--- src/hdl/slx_pkg.sv ---
// Shared types, character codes and result builders for the token lexer.
// No dependencies; every other file but slx_if imports this package.
`timescale 1ns / 1ps

package slx_pkg;

   localparam int unsigned BATCH_DEPTH = 3;

   localparam logic [7:0] CH_LPAREN = 8'h28;
   localparam logic [7:0] CH_RPAREN = 8'h29;
   localparam logic [7:0] CH_QUOTE  = 8'h22;
   localparam logic [7:0] CH_BSLASH = 8'h5C;
   localparam logic [7:0] CH_MINUS  = 8'h2D;
   localparam logic [7:0] CH_DOT    = 8'h2E;
   localparam logic [7:0] CH_SPACE  = 8'h20;
   localparam logic [7:0] CH_TAB    = 8'h09;
   localparam logic [7:0] CH_NL     = 8'h0A;
   localparam logic [7:0] CH_ZERO   = 8'h30;
   localparam logic [7:0] CH_NINE   = 8'h39;

   localparam logic [1:0] KIND_PAREN  = 2'd0;
   localparam logic [1:0] KIND_STRING = 2'd1;
   localparam logic [1:0] KIND_NUMBER = 2'd2;
   localparam logic [1:0] KIND_SYMBOL = 2'd3;

   localparam logic [1:0] ERR_NONE     = 2'd0;
   localparam logic [1:0] ERR_MINUSDOT = 2'd1;
   localparam logic [1:0] ERR_UNTERM   = 2'd2;

   typedef enum logic [5:0] {
      MODE_IDLE = 6'b000001,
      MODE_STR  = 6'b000010,
      MODE_ESC  = 6'b000100,
      MODE_NUM  = 6'b001000,
      MODE_SYM  = 6'b010000,
      MODE_DROP = 6'b100000
   } lex_mode_type;

   typedef struct packed {
      logic [7:0] token_byte;
      logic       is_byte;
      logic       token_start;
      logic [1:0] token_kind;
      logic [1:0] error_code;
      logic       last_of_run;
   } result_type;

   typedef struct packed {
      result_type [BATCH_DEPTH-1:0] res;
      logic [1:0]                   cnt;
   } batch_type;

   function automatic result_type mk_byte(input logic [7:0] c, input logic start);
      result_type r;
      r             = '0;
      r.token_byte  = c;
      r.is_byte     = 1'b1;
      r.token_start = start;
      return r;
   endfunction

   function automatic result_type mk_close(input logic [1:0] kind, input logic [1:0] err);
      result_type r;
      r            = '0;
      r.token_kind = kind;
      r.error_code = err;
      return r;
   endfunction

endpackage

--- src/hdl/slx_if.sv ---
// Valid/ready channel interfaces for character items and token result items.
// No dependencies.
`timescale 1ns / 1ps

interface slx_req_if;
   logic       valid;
   logic       ready;
   logic [7:0] char_byte;
   logic       text_end;

   modport source (output valid, output char_byte, output text_end, input ready);
   modport sink   (input valid, input char_byte, input text_end, output ready);
endinterface

interface slx_rsp_if;
   logic       valid;
   logic       ready;
   logic [7:0] token_byte;
   logic       is_byte;
   logic       token_start;
   logic [1:0] token_kind;
   logic [1:0] error_code;
   logic       last_of_run;

   modport source (output valid, output token_byte, output is_byte, output token_start,
                   output token_kind, output error_code, output last_of_run, input ready);
   modport sink   (input valid, input token_byte, input is_byte, input token_start,
                   input token_kind, input error_code, input last_of_run, output ready);
endinterface

--- src/hdl/slx_lexer.sv ---
// Lexer mode state and the per-character step that builds a batch of up to three results.
// Depends on slx_pkg.
`timescale 1ns / 1ps

module slx_lexer (
   input  logic              clock,
   input  logic              reset,
   input  logic              advance,
   input  logic [7:0]        char_byte,
   input  logic              text_end,
   output slx_pkg::batch_type batch,
   output logic              dropping
);
   import slx_pkg::*;

   lex_mode_type mode_ff, mode_in;
   logic         minus_ff, minus_in;

   logic is_space, is_paren, is_digit, is_sep_sym, go_open;

   assign is_space   = (char_byte == CH_SPACE) || (char_byte == CH_TAB) || (char_byte == CH_NL);
   assign is_paren   = (char_byte == CH_LPAREN) || (char_byte == CH_RPAREN);
   assign is_digit   = (char_byte >= CH_ZERO) && (char_byte <= CH_NINE);
   assign is_sep_sym = is_space || is_paren || (char_byte == CH_QUOTE);
   assign dropping   = (mode_ff == MODE_DROP);

   always_comb begin
      batch    = '0;
      mode_in  = mode_ff;
      minus_in = minus_ff;
      go_open  = 1'b0;

      case (mode_ff)
         MODE_IDLE: begin
            go_open = 1'b1;
         end
         MODE_STR: begin
            batch.res[batch.cnt] = mk_byte(char_byte, 1'b0);
            batch.cnt            = batch.cnt + 2'd1;
            if (char_byte == CH_BSLASH) begin
               mode_in = MODE_ESC;
            end else if (char_byte == CH_QUOTE) begin
               batch.res[batch.cnt] = mk_close(KIND_STRING, ERR_NONE);
               batch.cnt            = batch.cnt + 2'd1;
               mode_in              = MODE_IDLE;
            end
         end
         MODE_ESC: begin
            batch.res[batch.cnt] = mk_byte(char_byte, 1'b0);
            batch.cnt            = batch.cnt + 2'd1;
            mode_in              = MODE_STR;
         end
         MODE_NUM: begin
            if (minus_ff && (char_byte == CH_DOT)) begin
               batch.res[batch.cnt] = mk_close(KIND_NUMBER, ERR_MINUSDOT);
               batch.cnt            = batch.cnt + 2'd1;
               mode_in              = MODE_DROP;
               minus_in             = 1'b0;
            end else if (is_space || is_paren) begin
               batch.res[batch.cnt] = mk_close(minus_ff ? KIND_SYMBOL : KIND_NUMBER, ERR_NONE);
               batch.cnt            = batch.cnt + 2'd1;
               mode_in              = MODE_IDLE;
               minus_in             = 1'b0;
               go_open              = 1'b1;
            end else begin
               batch.res[batch.cnt] = mk_byte(char_byte, 1'b0);
               batch.cnt            = batch.cnt + 2'd1;
               minus_in             = 1'b0;
            end
         end
         MODE_SYM: begin
            if (is_sep_sym) begin
               batch.res[batch.cnt] = mk_close(KIND_SYMBOL, ERR_NONE);
               batch.cnt            = batch.cnt + 2'd1;
               mode_in              = MODE_IDLE;
               go_open              = 1'b1;
            end else begin
               batch.res[batch.cnt] = mk_byte(char_byte, 1'b0);
               batch.cnt            = batch.cnt + 2'd1;
            end
         end
         default: begin
         end
      endcase

      if (go_open && !is_space) begin
         batch.res[batch.cnt] = mk_byte(char_byte, 1'b1);
         batch.cnt            = batch.cnt + 2'd1;
         if (is_paren) begin
            batch.res[batch.cnt] = mk_close(KIND_PAREN, ERR_NONE);
            batch.cnt            = batch.cnt + 2'd1;
            mode_in              = MODE_IDLE;
         end else if (char_byte == CH_QUOTE) begin
            mode_in = MODE_STR;
         end else if (is_digit) begin
            mode_in  = MODE_NUM;
            minus_in = 1'b0;
         end else if (char_byte == CH_MINUS) begin
            mode_in  = MODE_NUM;
            minus_in = 1'b1;
         end else begin
            mode_in = MODE_SYM;
         end
      end

      // close any open token at the end of the text
      if (text_end) begin
         if ((mode_in == MODE_STR) || (mode_in == MODE_ESC)) begin
            batch.res[batch.cnt] = mk_close(KIND_STRING, ERR_UNTERM);
            batch.cnt            = batch.cnt + 2'd1;
         end else if (mode_in == MODE_NUM) begin
            batch.res[batch.cnt] = mk_close(minus_in ? KIND_SYMBOL : KIND_NUMBER, ERR_NONE);
            batch.cnt            = batch.cnt + 2'd1;
         end else if (mode_in == MODE_SYM) begin
            batch.res[batch.cnt] = mk_close(KIND_SYMBOL, ERR_NONE);
            batch.cnt            = batch.cnt + 2'd1;
         end
         mode_in  = MODE_IDLE;
         minus_in = 1'b0;
      end

      if (batch.cnt != 2'd0) begin
         batch.res[batch.cnt - 2'd1].last_of_run = 1'b1;
      end
   end

   always_ff @(posedge clock) begin
      if (reset) begin
         mode_ff  <= MODE_IDLE;
         minus_ff <= 1'b0;
      end else if (advance) begin
         mode_ff  <= mode_in;
         minus_ff <= minus_in;
      end
   end

endmodule

--- src/hdl/slx_emit.sv ---
// Result register: holds one batch of up to three results and hands them out in order.
// Depends on slx_pkg.
`timescale 1ns / 1ps

module slx_emit (
   input  logic               clock,
   input  logic               reset,
   input  logic               load,
   input  slx_pkg::batch_type batch,
   input  logic               pop,
   output logic               free,
   output logic               head_valid,
   output slx_pkg::result_type head
);
   import slx_pkg::*;

   result_type [BATCH_DEPTH-1:0] slots_ff, slots_in;
   logic [1:0]                   cnt_ff, cnt_in;

   assign head_valid = (cnt_ff != 2'd0);
   assign head       = slots_ff[0];
   assign free       = (cnt_ff == 2'd0) || ((cnt_ff == 2'd1) && pop);

   always_comb begin
      slots_in = slots_ff;
      cnt_in   = cnt_ff;
      if (load) begin
         slots_in = batch.res;
         cnt_in   = batch.cnt;
      end else if (pop) begin
         // advance the queue by one item
         for (int i = 0; i < BATCH_DEPTH - 1; i++) begin
            slots_in[i] = slots_ff[i + 1];
         end
         cnt_in = cnt_ff - 2'd1;
      end
   end

   always_ff @(posedge clock) begin
      if (reset) begin
         cnt_ff <= 2'd0;
      end else begin
         cnt_ff <= cnt_in;
      end
   end

   always_ff @(posedge clock) begin
      slots_ff <= slots_in;
   end

endmodule

--- src/hdl/scheme_token_lexer_unit.sv ---
// Top level of the token lexer: input register, lexer step and result register.
// Depends on slx_pkg, slx_if, slx_lexer and slx_emit.
//
//   channel   direction   item contents
//   req_if    in          char_byte, text_end
//   rsp_if    out         token_byte, is_byte, token_start, token_kind, error_code,
//                         last_of_run
//
// One character item is taken per cycle while each yields at most one result
// and the output is not stalled. A character with n results (n up to 3) holds
// the result register until all n have left through the single output port;
// a character with no result does not occupy it. Reset clears the lexer mode and
// the input and result occupancy. A stalled output backs up into req_if.ready
// through the result register.
`timescale 1ns / 1ps

module scheme_token_lexer_unit (
   input logic     clock,
   input logic     reset,
   slx_req_if.sink   req_if,
   slx_rsp_if.source rsp_if
);
   import slx_pkg::*;

   logic       in_vld_ff, in_vld_in;
   logic [7:0] in_char_ff;
   logic       in_end_ff;

   logic       load, emit_free, pop, req_take, dropping;
   batch_type  batch;
   result_type head;

   assign pop         = rsp_if.valid && rsp_if.ready;
   assign load        = in_vld_ff && emit_free;
   assign req_if.ready = !in_vld_ff || load;
   assign req_take    = req_if.valid && req_if.ready;

   always_comb begin
      in_vld_in = in_vld_ff;
      if (req_take) begin
         in_vld_in = 1'b1;
      end else if (load) begin
         in_vld_in = 1'b0;
      end
   end

   always_ff @(posedge clock) begin
      if (reset) begin
         in_vld_ff <= 1'b0;
      end else begin
         in_vld_ff <= in_vld_in;
      end
   end

   always_ff @(posedge clock) begin
      if (req_take) begin
         in_char_ff <= req_if.char_byte;
         in_end_ff  <= req_if.text_end;
      end
   end

   slx_lexer u_lexer (
      .clock     (clock),
      .reset     (reset),
      .advance   (load),
      .char_byte (in_char_ff),
      .text_end  (in_end_ff),
      .batch     (batch),
      .dropping  (dropping)
   );

   slx_emit u_emit (
      .clock      (clock),
      .reset      (reset),
      .load       (load),
      .batch      (batch),
      .pop        (pop),
      .free       (emit_free),
      .head_valid (rsp_if.valid),
      .head       (head)
   );

   assign rsp_if.token_byte  = head.token_byte;
   assign rsp_if.is_byte     = head.is_byte;
   assign rsp_if.token_start = head.token_start;
   assign rsp_if.token_kind  = head.token_kind;
   assign rsp_if.error_code  = head.error_code;
   assign rsp_if.last_of_run = head.last_of_run;

   a_no_overwrite: assert property (@(posedge clock) disable iff (reset)
      !(req_take && in_vld_ff && !load))
      else $error("input register overwritten while holding an item");

   a_marker_clean: assert property (@(posedge clock) disable iff (reset)
      (rsp_if.valid && !rsp_if.is_byte) |-> (!rsp_if.token_start && rsp_if.token_byte == 8'h00))
      else $error("close marker carries byte fields");

   a_drop_silent: assert property (@(posedge clock) disable iff (reset)
      (in_vld_ff && dropping) |-> (batch.cnt == 2'd0))
      else $error("result produced while dropping after an error");

   a_last_closes: assert property (@(posedge clock) disable iff (reset)
      (pop && !rsp_if.last_of_run) |=> rsp_if.valid)
      else $error("run ended without its final result");

endmodule

--- src/flat_wrapper.sv ---
// flat-port wrapper written by rule: the top's interface ports become plain ports
module scheme_token_lexer_unit_flat import slx_pkg::*;
  (clock, reset, req_if_valid, req_if_char_byte, req_if_text_end, req_if_ready, rsp_if_valid, rsp_if_token_byte, rsp_if_is_byte, rsp_if_token_start, rsp_if_token_kind, rsp_if_error_code, rsp_if_last_of_run, rsp_if_ready);
  slx_req_if req_if_i ();
  slx_rsp_if rsp_if_i ();
  input logic clock;
  input logic reset;
  input wire logic [$bits(req_if_i.valid)-1:0] req_if_valid;
  input wire logic [$bits(req_if_i.char_byte)-1:0] req_if_char_byte;
  input wire logic [$bits(req_if_i.text_end)-1:0] req_if_text_end;
  output wire logic [$bits(req_if_i.ready)-1:0] req_if_ready;
  output wire logic [$bits(rsp_if_i.valid)-1:0] rsp_if_valid;
  output wire logic [$bits(rsp_if_i.token_byte)-1:0] rsp_if_token_byte;
  output wire logic [$bits(rsp_if_i.is_byte)-1:0] rsp_if_is_byte;
  output wire logic [$bits(rsp_if_i.token_start)-1:0] rsp_if_token_start;
  output wire logic [$bits(rsp_if_i.token_kind)-1:0] rsp_if_token_kind;
  output wire logic [$bits(rsp_if_i.error_code)-1:0] rsp_if_error_code;
  output wire logic [$bits(rsp_if_i.last_of_run)-1:0] rsp_if_last_of_run;
  input wire logic [$bits(rsp_if_i.ready)-1:0] rsp_if_ready;
  assign req_if_i.valid = req_if_valid;
  assign req_if_i.char_byte = req_if_char_byte;
  assign req_if_i.text_end = req_if_text_end;
  assign req_if_ready = req_if_i.ready;
  assign rsp_if_valid = rsp_if_i.valid;
  assign rsp_if_token_byte = rsp_if_i.token_byte;
  assign rsp_if_is_byte = rsp_if_i.is_byte;
  assign rsp_if_token_start = rsp_if_i.token_start;
  assign rsp_if_token_kind = rsp_if_i.token_kind;
  assign rsp_if_error_code = rsp_if_i.error_code;
  assign rsp_if_last_of_run = rsp_if_i.last_of_run;
  assign rsp_if_i.ready = rsp_if_ready;
  scheme_token_lexer_unit u_core (.clock(clock), .reset(reset), .req_if(req_if_i), .rsp_if(rsp_if_i));
endmodule
--- config.mk ---
export PLATFORM = sky130hd
export DESIGN_NAME = scheme_token_lexer_unit_flat
export DESIGN_NICKNAME = d
export VERILOG_FILES = /design/src/hdl/slx_pkg.sv /design/src/hdl/slx_if.sv /design/src/hdl/slx_lexer.sv /design/src/hdl/slx_emit.sv /design/src/hdl/scheme_token_lexer_unit.sv /design/src/flat_wrapper.sv
export SDC_FILE = /design/constraint.sdc
export NUM_CORES = 1
export LEC_CHECK = 0
export BUFFER_PORTS_ARGS = -buffer_cell sky130_fd_sc_hd__buf_2
export CAP_MARGIN = 5
export CORE_MARGIN = 4
export CORE_UTILIZATION = 40
export CTS_CLUSTER_SIZE = 24
export DETAILED_ROUTE_END_ITERATION = 8
export GPL_TIMING_DRIVEN = 0
export PLACE_DENSITY = 0.68
export SLEW_MARGIN = 20
export SYNTH_ARGS = -nofsm -noshare
export SYNTH_HDL_FRONTEND = slang
export SYNTH_SLANG_ARGS = --single-unit
--- constraint.sdc ---
create_clock -name clock -period 8.35 [get_ports clock]
set_input_delay 1.67 -clock clock [delete_from_list [all_inputs] [get_ports clock]]
set_output_delay 1.67 -clock clock [all_outputs]
set_load 0.02 [all_outputs]
---- Yosys cells after proc, flatten, opt, wreduce, memory -nomap -nowiden ----
Index checks and enable logic that the tools add are counted.
operators by class
  add/subtract/negate cells ............... 5
  order comparisons ....................... 10
  equality and inequality tests ........... 19
  mux-type cells .......................... 58
  bitwise operators ....................... 8
  reductions and logical operators ........ 26
operators by type and width
  cell                                                                    count
  47-bit two-way mux                                                      6
  45-bit bitwise mux                                                      3
  15-bit demux with 2-bit select                                          4
  39-bit bitwise AND                                                      2
  39-bit NOT                                                              2
  17-bit case mux with 4 select lines                                     1
  15-bit two-way mux                                                      4
  30-bit two-way mux                                                      2
  17-bit two-way mux                                                      3
  8-bit by 6-bit equality test with 1-bit output (second input constant)  6
  45-bit bitwise AND                                                      1
  45-bit two-way mux                                                      1
  45-bit NOT                                                              1
  6-bit two-way mux                                                       7
  6-bit case mux with 4 select lines                                      1
  5-bit two-way mux                                                       4
  8-bit by 4-bit equality test with 1-bit output (second input constant)  2
  1-bit two-way mux                                                       15
  6-bit by 2-bit equality test with 1-bit output (second input constant)  2
  6-bit by 3-bit equality test with 1-bit output (second input constant)  2
  6-bit by 4-bit equality test with 1-bit output (second input constant)  2
  6-bit by 5-bit equality test with 1-bit output (second input constant)  2
  2-bit by 3-bit < comparator with 1-bit output (second input constant)   4
  6-bit bitwise OR                                                        2
  16 further kinds                                                        47
storage, ports and cells
  bits in registers ....................... 64
  input bits .............................. 13
  output and inout port bits .............. 17
  logic and storage cells ................. 150

---- Logic depth before layout (Yosys ltp) ----
Gate-level depths: netlist (run 1).
  depth after elaboration ................. 34
  depth in mapped cells ................... 14

---- Hierarchy ----
Synthesis (run 1) repeated with hierarchy kept, for this count alone.
second synthesis, totals
  cell total of the unflattened synthesis .. 383
  area total of the unflattened synthesis .. 4,137.7 um^2
by module, submodules not included
  module                   instances  cells each  area each (um^2)
  slx_emit                 1          112         1,996.9
  slx_lexer                1          255         1,801.7
  scheme_token_lexer_unit  1          16          339.1

---- Least setup slack after synthesis (run 1) ----
OpenSTA, ideal clock, no wires.
  path kind ............................... input-to-reg
  from .................................... input port rsp_if_ready
  to ...................................... register u_core.u_emit.slots_ff, in the netlist u_core.u_emit.head[0], enable pin
  library setup time ...................... 0.451 ns
  data arrival time ....................... 3.314 ns
  setup slack ............................. 4.584 ns
  stages .................................. 6
  cell sequence ........................... a21oi_1 nand2b_1 clkbuf_1 clkbuf_1 buf_1 nand2_1
between the ends
  longest elaborated chain between the ends .. 5
RTL lines
  item                                     line                           source
  start: declaration                       flat_wrapper.sv:19             input wire logic [$bits(rsp_if_i.ready)-1:0] rsp_if_ready;
  1-bit logical AND (*)                    scheme_token_lexer_unit.sv:33  assign pop = rsp_if.valid && rsp_if.ready;
  1-bit logical AND                        slx_emit.sv:22                 assign free = (cnt_ff == 2'd0) || ((cnt_ff == 2'd1) && pop);
  1-bit logical OR                         slx_emit.sv:22
  1-bit logical AND                        scheme_token_lexer_unit.sv:34  assign load = in_vld_ff && emit_free;
  2-bit nonzero test (no source line) (*)  --
  end signal: assignment                   slx_emit.sv:48                 slots_ff <= slots_in;
  end: declaration                         slx_emit.sv:17                 result_type [BATCH_DEPTH-1:0] slots_ff, slots_in;
Every way passes the cells marked *; elsewhere a longest branch is shown, timed or not.
A chain may end at the register's enable or synchronous reset.

==> results.toml, run 1 <==
[floorplanning]
core_area_sq_um = 8300
num_rows = 33
start_util = 0.416
die-area_sq_um = 10200
io_pins = 30
die_w_um = 101
die_height_um = 101

[power_and_ir_drop]
p_sw_uw = 381
pwr-share-comb = 0.326
pwr-share-seq = 0.407
powerDensity_nw_per_um2 = 282
swShare = 0.341
internal_power_uw = 736
clkPwrFrac = 0.267
ir_drop_uv = 156
leakage_uw = 0.00149
power_uw = 1120

[sta]
finalCriticalPeriod_ns = 4.25
relSlewSlack = 0.532
finalCritPeriodShare = 0.509
setup_tns_ns = 0
skew_ns = 0.0122
fmax_ghz = 0.235
worst_slew_pin_slew_ns = 0.701
report.final.slew_viol_count = 0
final-hold-violation-count = 0
grt_setup_unrepaired = "false"
setup_viol = 0

[layout]
final_cell_mix = "50 x edfxtp_1, 29 x nor2_1, 29 x buf_2"
regArea_sq_um = 1700
layout.cells.most_common = "edfxtp_1"
n_fill_cell = 784
fin_nets = 390
multi_input_area_sq_um = 1540
antenna_cells = 0
layout-drive-gt1-share = 0.204
syn_to_final_growth_pct = 14.6

[run_status]
status = "finished clean"

[clocking]
clkSinkCount = 60
cts_root_buffer = "clkbuf_8"
cts_buffer_depth = 2
path_clk_slew_ns = 0.07
cts_setup_buffers = 0
cts_buffers = 9
post_cts_resized = 0
cts_tree = "built"
clock_latency_ns = 0.35
ctsHtreeMaxLevel = 3
cts_hold_buf = 0

[yosys]
synth_edf_count = 50
synth_top_area_cell = "edfxtp_1"
syn_nets = 350
synth_top_cells_by_area = "edfxtp_1 43%, dfxtp_1 5.8%, ha_1 3.6%"
synth_ff_type = "edfxtp_1"
ys_ff_latch = 60
ys_warn_count = 0
async_reset_ff_frac = 0
syn-instance-count = 327
netlist_area_sq_um = 3450
ys_types = 63
avgSynthCellArea_sq_um = 10.6
yosysTopAreaCellShare = 0.435
synth-seq-area-share = 0.493

[setup_path]
worstSetupEndpointType = "register"
crit_type = "register to register"
crit_path_start_kind = "register"
arrival_ns = 4.47
cp_max_fo = 10
crit_required_ns = 8.57

[routing]
drcViolationCount = 0
drt-initial-drc-count = 208
vias = 2684
wl_per_cell_um = 16.9
first_pass_iters = 4
ant_nets = 0
wirelength_mm = 8.07
routed_via_density = 5.63

[global_routing]
grt_pass1_wl_mm = 13.3
grt_max_degree = 29
grt-ovfl-total = 0
grt_pass1_vias = 2555
grt_usage = 0.169
antenna_found_initial = 0

[placed_design]
finalWeightedCongestion = 0.914
dpl.hpwl_mm = 5.85
portBuffers = 29

[job]
max_cap_viol_count = 0

[hold_path]
hp-class = "register to register"
[layout make-up]
class	instances	share of cell area
Multi-Input combinational cell	226	0.390
Buffer	32	0.0449
Clock buffer	9	0.0313
Clock inverter	7	0.0250
Sequential cell	60	0.430
Inverter	9	0.00854
Tap cell	105	0.0332
Timing Repair Buffer	29	0.0367
[sequential cells by signal, indices dropped and copies added (netlist names)]
name and count:
u_core.u_lexer.mode_ff 6, u_core.u_lexer.minus_ff 1, u_core.u_emit.cnt_ff 2, u_core.in_char_ff 8
u_core.u_emit.slots_ff 26, u_core.u_emit.head 15, u_core.in_vld_ff 1, u_core.in_end_ff 1
[synth_stat cells, drive strengths merged (7+ instances only)]
cell / n
a32o: 8
a22o: 12
nor3: 8
o21ai: 9
clkbuf: 16
inv: 9
nor2: 29
buf: 16
a21oi: 21
and2: 9
ha: 10
edfxtp: 50
a22oi: 7
and3: 7
nand2: 25
dfxtp: 10
[layer usage]
metal	share of wire	global-route usage	vias to the layer above
li1	-	-	1324
met1	0.48	0.238	1264
met2	0.44	0.248	85
met3	0.058	0.0450	11
met4	0.017	0.0644	0
met5	0	0	-
[final timing paths]
path / from / endpoint / slack (ns) / cells past startpoint
worst max-delay path: u_core.in_char_ff[2]$_DFFE_PP_ / u_core.u_emit.head[10]$_DFFE_PP_ / 4.10 / 12
worst min-delay path: u_core.in_vld_ff$_SDFFE_PP0P_ / u_core.in_vld_ff$_SDFFE_PP0P_ / 0.51 / 2
worst max register to register: u_core.in_char_ff[2]$_DFFE_PP_ / u_core.u_emit.head[10]$_DFFE_PP_ / 4.10 / 12
worst min register to register: u_core.in_vld_ff$_SDFFE_PP0P_ / u_core.in_vld_ff$_SDFFE_PP0P_ / 0.51 / 2
[cells by family after synthesis]
kind of cell               share of synthesized area
DFF                                            0.493
and+or+nand+nor                                0.195
AOI/OAI and AO/OA                              0.205
muxes                                        0.00290
xor gates and xnor gates                     0.00761
buffers and inverters                         0.0609
adders and majority gates                     0.0362
[worst max-delay path, stage by stage (launching register included)]
cell	delay, ns
edfxtp_1	0.39
clkbuf_1	0.24
nor4_1	0.39
nand4b_1	0.31
a211o_1	0.46
inv_1	0.13
ha_1	0.26
o21ai_0	0.11
o31ai_1	0.42
inv_1	0.20
ha_1	0.31
a211oi_2	0.62
a32o_1	0.28
[power by group through the flow]
stage	Combinational [uW]	Sequential (uW)	Clock, uW
after floorplan	261	463	0
after global placement	358	461	0
after detailed placement	365	462	0
after CTS	367	455	303
after global routing	399	463	318
final	364	455	298
[through the flow]
step,setup slack (ns),instance area (sq um),std cells,hold slack [ns],utilization
after floorplan,4.58,3450,327,0.474,-
after global placement,3.59,3730,461,0.491,0.449
after detailed placement,3.97,3730,461,0.503,0.450
after CTS,4.12,3960,477,0.519,0.477
after global routing,3.83,3960,477,0.557,0.477
final,4.10,3960,477,0.511,0.477
(Power assumes the default switching activity.)
==> inputs of run 2 (changes only) <==
--- a/config.mk
+++ b/config.mk
@@ -5,6 +5,7 @@
 export SDC_FILE = /design/constraint.sdc
 export NUM_CORES = 1
 export LEC_CHECK = 0
+export ABC_AREA = 1
 export BUFFER_PORTS_ARGS = -buffer_cell sky130_fd_sc_hd__buf_2
 export CAP_MARGIN = 5
 export CORE_MARGIN = 4
@@ -12,7 +13,7 @@
 export CTS_CLUSTER_SIZE = 24
 export DETAILED_ROUTE_END_ITERATION = 8
 export GPL_TIMING_DRIVEN = 0
-export PLACE_DENSITY = 0.68
+export PLACE_DENSITY = 0.7
 export SLEW_MARGIN = 20
 export SYNTH_ARGS = -nofsm -noshare
 export SYNTH_HDL_FRONTEND = slang
==> constraint.sdc (replaced) <==
create_clock -name clock -period 3.67 [get_ports clock]
set_input_delay 0.734 -clock clock [delete_from_list [all_inputs] [get_ports clock]]
set_output_delay 0.734 -clock clock [all_outputs]
set_load 0.02 [all_outputs]
==> run 2 against run 1 <==
Hold slack worse by 0.016 ns. Register-to-register slack worse by 3.8 ns. Design area down 2.3%. Largest cell class unchanged. Utilization down 0.63 points. Count of clock-buffer cells in the layout up 1. Largest power group unchanged. Global-route usage down 1.2 points. First-iteration DRC count down 29%. Sequential power up 150%. Clock power up 97%. Power up 150%. Critical path type unchanged. Synthesized cell count up 23%. Setup slack worse by 3.8 ns.
==> results.toml, run 2 <==
[clocking]
cts_setup_buffers = 0
cts_tree = "built"
ctsHtreeMaxLevel = 3
path_clk_slew_ns = 0.07
clock_latency_ns = 0.35
cts_buffers = 9
clkSinkCount = 60
cts_buffer_depth = 2
cts_root_buffer = "clkbuf_8"

[layout]
layout-drive-gt1-share = 0.197
antenna_cells = 0
final_cell_area_sq_um = 3860
final_util = 0.470
regMostFlops = "u_core.u_emit.slots_ff"
n_fill_cell = 794
largest_reg_flops = 26
layout.cells.most_common = "nand2_1"
syn_to_final_growth_pct = 13.9
stdcell_count = 551
fin_nets = 464
final_cell_mix = "106 x nand2_1, 50 x edfxtp_1, 42 x inv_1"

[placed_design]
finalWeightedCongestion = 0.931
dp_cells = 535
portBuffers = 28
place_area_sq_um = 3660
dpl.hpwl_mm = 5.53

[routing]
drcViolationCount = 0
wl_per_cell_um = 13.2
first_pass_iters = 5
wirelength_mm = 7.28
ant_nets = 0
routed_via_density = 5.01
drt-initial-drc-count = 148
vias = 2760

[sta]
finalCritPeriodShare = 0.906
setup_tns_ns = 0
fmax_ghz = 0.301
finalCriticalPeriod_ns = 3.32
worst_slew_pin_slew_ns = 0.603
setup_viol = 0
final-hold-violation-count = 0
relSlewSlack = 0.597
skew_ns = 0.0100
report.final.slew_viol_count = 0
grt_setup_unrepaired = "false"

[setup_path]
crit_required_ns = 3.77
crit_path_start_kind = "register"
critPathTopFamily = "simple AND/OR/NAND/NOR gates"
crit_path_top_delay_cell = "edfxtp_1"
slowest_delay_ns = 0.51
arrival_ns = 3.42
crit_type = "register to register"
cp_max_fo = 6
worst_path_most_repeated_cell = "nand2_1"
critPathBufInv = 2
worstSetupEndpointType = "register"
path_cells = "inv_2 -> nand2_2 -> nor2_1 -> nand2_2 -> nor2_2 -> inv_1 -> ha_1 -> nand2_1 -> nand3_1 -> a21oi_2 -> ha_1 -> nand3_1 -> nand2_1 -> nand2_1 -> a21oi_2 -> nor2_1"

[hold_path]
hp-class = "register to register"

[yosys]
ys_types = 33
netlist_area_sq_um = 3390
yosysTopAreaCellShare = 0.443
ys_ff_latch = 60
synth-seq-area-share = 0.502
synth_top_area_cell = "edfxtp_1"
avgSynthCellArea_sq_um = 8.44
syn_nets = 425
synth_top_cells_by_area = "edfxtp_1 44%, nand2_1 12%, dfxtp_1 5.9%"
synth_ff_type = "edfxtp_1"
syn-instance-count = 402
async_reset_ff_frac = 0
ys_warn_count = 0
yosys-top-cells-count = "107 x nand2_1, 50 x edfxtp_1, 42 x inv_1, 42 x nor2_1, 25 x nand3_1"
synth_edf_count = 50
yosysMostFrequentCell = "nand2_1"

[global_routing]
grt-ovfl-total = 0
grt_pass1_wl_mm = 12.2
grt_pass1_vias = 2585
grt_max_degree = 29
grt_usage = 0.157
antenna_found_initial = 0

[floorplanning]
die_height_um = 100
core_area_sq_um = 8220
start_util = 0.413
io_pins = 30
num_rows = 33
die_w_um = 100
die-area_sq_um = 10000

[run_status]
status = "finished clean"

[job]
max_cap_viol_count = 0

[power_and_ir_drop]
powerDensity_nw_per_um2 = 717
ir_drop_uv = 231
leakage_uw = 0.00173
-- run 2: cell types whose count changed after synthesis, sizes merged, moves of 6 or more --
| cell | delta |
|---|---|
| nand2 | +93 |
| inv | +37 |
| nand3 | +27 |
| o21ai | +18 |
| nor2 | +17 |
| a22o | -11 |
| clkbuf | -11 |
| and2 | -9 |
| a32o | -8 |
| and3 | -7 |
| a22oi | -6 |
-- run 2: cell type report --
type                       count  area, sq um  area share
clock buffer                  10          128      0.0330
buffer                        19          118      0.0304
sequential                    60         1700       0.440
clock inverter                 6         65.1      0.0168
inverter                      46          173      0.0447
tap                          105          131      0.0340
timing repair buffer          28          140      0.0363
multi-input combinational    277         1410       0.365
-- run 2: worst register-to-register path: cells and delay by family (launching register included) --
kind,cells,cell delay [ns]
adders and majority gates,2,0.53
and+or+nand+nor,10,1.28
AOI/OAI and AO/OA,2,0.49
buffers and inverters,2,0.26
DFF,1,0.51
-- run 2: final timing paths --
path / startpoint / end / slack (ns) / depth (start not counted)
max: u_core.in_char_ff[0]$_DFFE_PP_ / u_core.u_emit.slots_ff[25]$_DFFE_PP_ / 0.35 / 16
min reg2reg: u_core.u_lexer.minus_ff$_SDFFE_PP0P_ / u_core.u_lexer.minus_ff$_SDFFE_PP0P_ / 0.50 / 2
min: u_core.u_lexer.minus_ff$_SDFFE_PP0P_ / u_core.u_lexer.minus_ff$_SDFFE_PP0P_ / 0.50 / 2
max reg2reg: u_core.in_char_ff[0]$_DFFE_PP_ / u_core.u_emit.slots_ff[25]$_DFFE_PP_ / 0.35 / 16
-- run 2: kinds of logic (layout without fill, tap and decap cells) --
family | Yosys count | in the layout | synth area share
AND/OR/NAND/NOR | 209 | 209 | 0.279
AO/OA/AOI/OAI | 56 | 56 | 0.0919
adder cells (fa/ha/maj) | 10 | 10 | 0.0369
XOR/XNOR | 2 | 2 | 0.00517
buffers and inverters | 65 | 109 | 0.0856
flip-flops | 60 | 60 | 0.502
-- run 2: per-layer routing --
layer,vias to the layer above,GRT usage,wire (um)
met5,-,0,0
met4,0,0.0725,130
met3,14,0.0396,454
met2,89,0.250,3480
met1,1251,0.203,3210
li1,1406,-,-
-- run 2: through the flow --
| step | power, uW | hold WS, ns | worst slack [ns] |
|---|---|---|---|
| 6_report | 2770 | 0.495 | 0.345 |
| 5_1_grt | 2990 | 0.517 | 0.0201 |
| 4_1_cts | 2800 | 0.493 | 0.114 |
| 3_5_place_dp | 2210 | 0.492 | 0.136 |
| 3_3_place_gp | 2180 | 0.473 | 0.222 |
| 2_1_floorplan | 1930 | 0.458 | 0.835 |
-- run 2: what timing repair did --
item / CTS / global route
hold buffers: 0 / 0
resized for setup: 0 / 2
endpoints found under the setup margin: 0 / 9
-- run 2: report_power, final --
part | internal, uW | switching [uW] | leakage [uW] | total (uW)
logic | 359 | 707 | 0.00108 | 1070
clock network | 312 | 274 | 0.0000862 | 586
registers | 1050 | 69.3 | 0.000562 | 1120
total | 1720 | 1050 | 0.00173 | 2770
==> inputs of run 3 (changes only) <==
--- a/config.mk
+++ b/config.mk
@@ -13,7 +13,8 @@
 export CTS_CLUSTER_SIZE = 24
 export DETAILED_ROUTE_END_ITERATION = 8
 export GPL_TIMING_DRIVEN = 0
-export PLACE_DENSITY = 0.7
+export PLACE_DENSITY = 0.68
+export RECOVER_POWER = 50
 export SLEW_MARGIN = 20
 export SYNTH_ARGS = -nofsm -noshare
 export SYNTH_HDL_FRONTEND = slang
==> constraint.sdc (replaced) <==
create_clock -name clock -period 3.5 [get_ports clock]
set_input_delay 0.7 -clock clock [delete_from_list [all_inputs] [get_ports clock]]
set_output_delay 0.7 -clock clock [all_outputs]
set_load 0.02 [all_outputs]
==> run 3 against run 2 <==
Register-to-register slack lost 0.07 ns. Setup slack lost 0.070 ns. Largest cell class unchanged. Critical path type unchanged. Utilization grew 0.23 points. Via count shrank 1.6%. First-iteration DRC count shrank 1.4%. Power grew 4.1%.
==> results.toml, run 3 (synthesis results as in run 2) <==
[setup_path]
cp_max_fo = 6
regToRegSetupSlack_ns = 0.28
timing.rr.end = "u_core.u_emit.slots_ff[21]$_DFFE_PP_"
crit_type = "register to register"
r2r_start = "u_core.in_char_ff[0]$_DFFE_PP_"
crit_required_ns = 3.60
arrival_ns = 3.32
worstSetupEndpointType = "register"
rr_worst_depth = 16
crit_path_start_kind = "register"

[clocking]
cts_buffer_depth = 2
clock_latency_ns = 0.34
ctsHtreeMaxLevel = 3
cts_hold_buf = 0
clkSinkCount = 60
path_clk_slew_ns = 0.07
cts_buffers = 9
cts_tree = "built"
cts_root_buffer = "clkbuf_8"

[floorplanning]
die_w_um = 100
num_rows = 33
io_pins = 30
die_height_um = 100
core_area_sq_um = 8220
die-area_sq_um = 10000
start_util = 0.413

[global_routing]
grt_pass1_wl_mm = 12.2
grt-ovfl-total = 0
use_met1 = 0.199
antenna_found_initial = 0
grt_usage = 0.156
grt-busiest-layer = "met2"
grt_max_degree = 29
met3_usage = 0.0361
grt_pass1_vias = 2561
grt_use_met2 = 0.253

[sta]
whs_ns = 0.488
fmax_ghz = 0.310
final-hold-violation-count = 0
finalCritPeriodShare = 0.921
relSlewSlack = 0.584
worst_slew_pin_slew_ns = 0.621
setup_viol = 0
finalCriticalPeriod_ns = 3.22
skew_ns = 0.00676
report.final.slew_viol_count = 0

[power_and_ir_drop]
pwr-share-comb = 0.383
clkPwrFrac = 0.209
pwr-share-seq = 0.408
leakage_uw = 0.00170
ir_drop_uv = 314
p_sw_uw = 1100
internal_power_uw = 1780
swShare = 0.382
powerDensity_nw_per_um2 = 743

[job]
max_cap_viol_count = 0

[hold_path]
hp-class = "register to register"
min_path_cells = 2
hold_end = "u_core.u_lexer.mode_ff[2]$_SDFFE_PP0P_"
min_from = "u_core.u_lexer.mode_ff[2]$_SDFFE_PP0P_"

[placed_design]
dpl.hpwl_mm = 5.51
finalWeightedCongestion = 0.867
place_area_sq_um = 3660
portBuffers = 28

[layout]
final_cell_area_sq_um = 3880
regMostFlops = "u_core.u_emit.slots_ff"
layout-drive-gt1-share = 0.165
layout.cells.most_common = "nand2_1"
largest_reg_flops = 26
antenna_cells = 0
syn_to_final_growth_pct = 14.5
fin_nets = 467
final_cell_mix = "106 x nand2_1, 50 x edfxtp_1, 42 x inv_1"

[routing]
wirelength_mm = 7.38
first_pass_iters = 5
ant_nets = 0
drcViolationCount = 0
wl_per_cell_um = 13.3
routed_via_density = 4.90
vias = 2715
drt-initial-drc-count = 146

[run_status]
status = "finished clean"
-- run 3: changes by cell type in the layout (fill, tap and decap cells not counted), sizes merged --
cell	before	now
buf	42	28
clkbuf	15	32
-- run 3: layer usage --
metal | vias to the layer above | wire [um]
li1 | 1412 | -
met1 | 1226 | 3470
met2 | 63 | 3420
met3 | 14 | 320
met4 | 0 | 163
met5 | - | 0
-- run 3: timing repair --
| item | 4_1_cts | 5_1_grt |
|---|---|---|
| resized for setup | 1 | 5 |
| setup endpoints to repair | 9 | 31 |
| pin swaps | 0 | 1 |
| setup buffers | 0 | 3 |
| hold endpoints to repair | 0 | 0 |
-- run 3: power groups by stage --
stage / sequential, uW / combinational, uW / clock, uW
4_1_cts: 1180 / 1130 / 615
2_1_floorplan: 1200 / 825 / 0
6_report: 1180 / 1110 / 603
3_5_place_dp: 1200 / 1120 / 0
3_3_place_gp: 1190 / 1100 / 0
5_1_grt: 1200 / 1260 / 655
-- run 3: layout make-up --
class                   instances  area [sq um]
fillers                       801          4330
flip-flops and latches         60          1700
multi-input cells             277          1430
inverters                      46           173
repair buffers                 31           141
well taps                     105           131
clock buffers                  10           128
plain buffers                  19           118
clock inverters                 6          65.1
-- run 3: worst max path at each step --
stage,startpoint,end,depth (start not counted)
floorplan,u_core.in_char_ff[0]$_DFFE_PP_,u_core.u_emit.slots_ff[21]$_DFFE_PP_,16
global placement,u_core.in_char_ff[3]$_DFFE_PP_,u_core.u_emit.slots_ff[25]$_DFFE_PP_,16
detailed placement,u_core.in_char_ff[3]$_DFFE_PP_,u_core.u_emit.slots_ff[21]$_DFFE_PP_,16
CTS,u_core.in_char_ff[3]$_DFFE_PP_,u_core.u_emit.slots_ff[21]$_DFFE_PP_,16
global route,u_core.in_char_ff[3]$_DFFE_PP_,u_core.u_emit.slots_ff[21]$_DFFE_PP_,16
finish,u_core.in_char_ff[0]$_DFFE_PP_,u_core.u_emit.slots_ff[21]$_DFFE_PP_,16
-- run 3: through the flow --
stage | util | setup TNS (ns) | setup WS (ns) | power (uW) | instances
after floorplan | - | 0 | 0.665 | 2020 | 402
after global placement | 0.446 | 0 | 0.00468 | 2290 | 535
after detailed placement | 0.446 | -0.279 | -0.0724 | 2320 | 535
after CTS | 0.470 | 0 | 0.0446 | 2920 | 551
after global routing | 0.473 | -0.236 | -0.0384 | 3110 | 554
final | 0.473 | 0 | 0.276 | 2890 | 554
-- run 3: critical path, cell delays in order (launching register included) --
cell      delay [ns]
edfxtp_1        0.51
inv_2           0.11
nand2_2         0.07
nor2_1          0.19
a21oi_1         0.10
nor2_1          0.28
inv_1           0.16
ha_1            0.22
nand2_1         0.14
nand3_1         0.17
a21oi_4         0.23
ha_2            0.24
nand3_1         0.11
nand2_1         0.10
nand2_1         0.10
a21oi_4         0.19
nor2_1          0.06
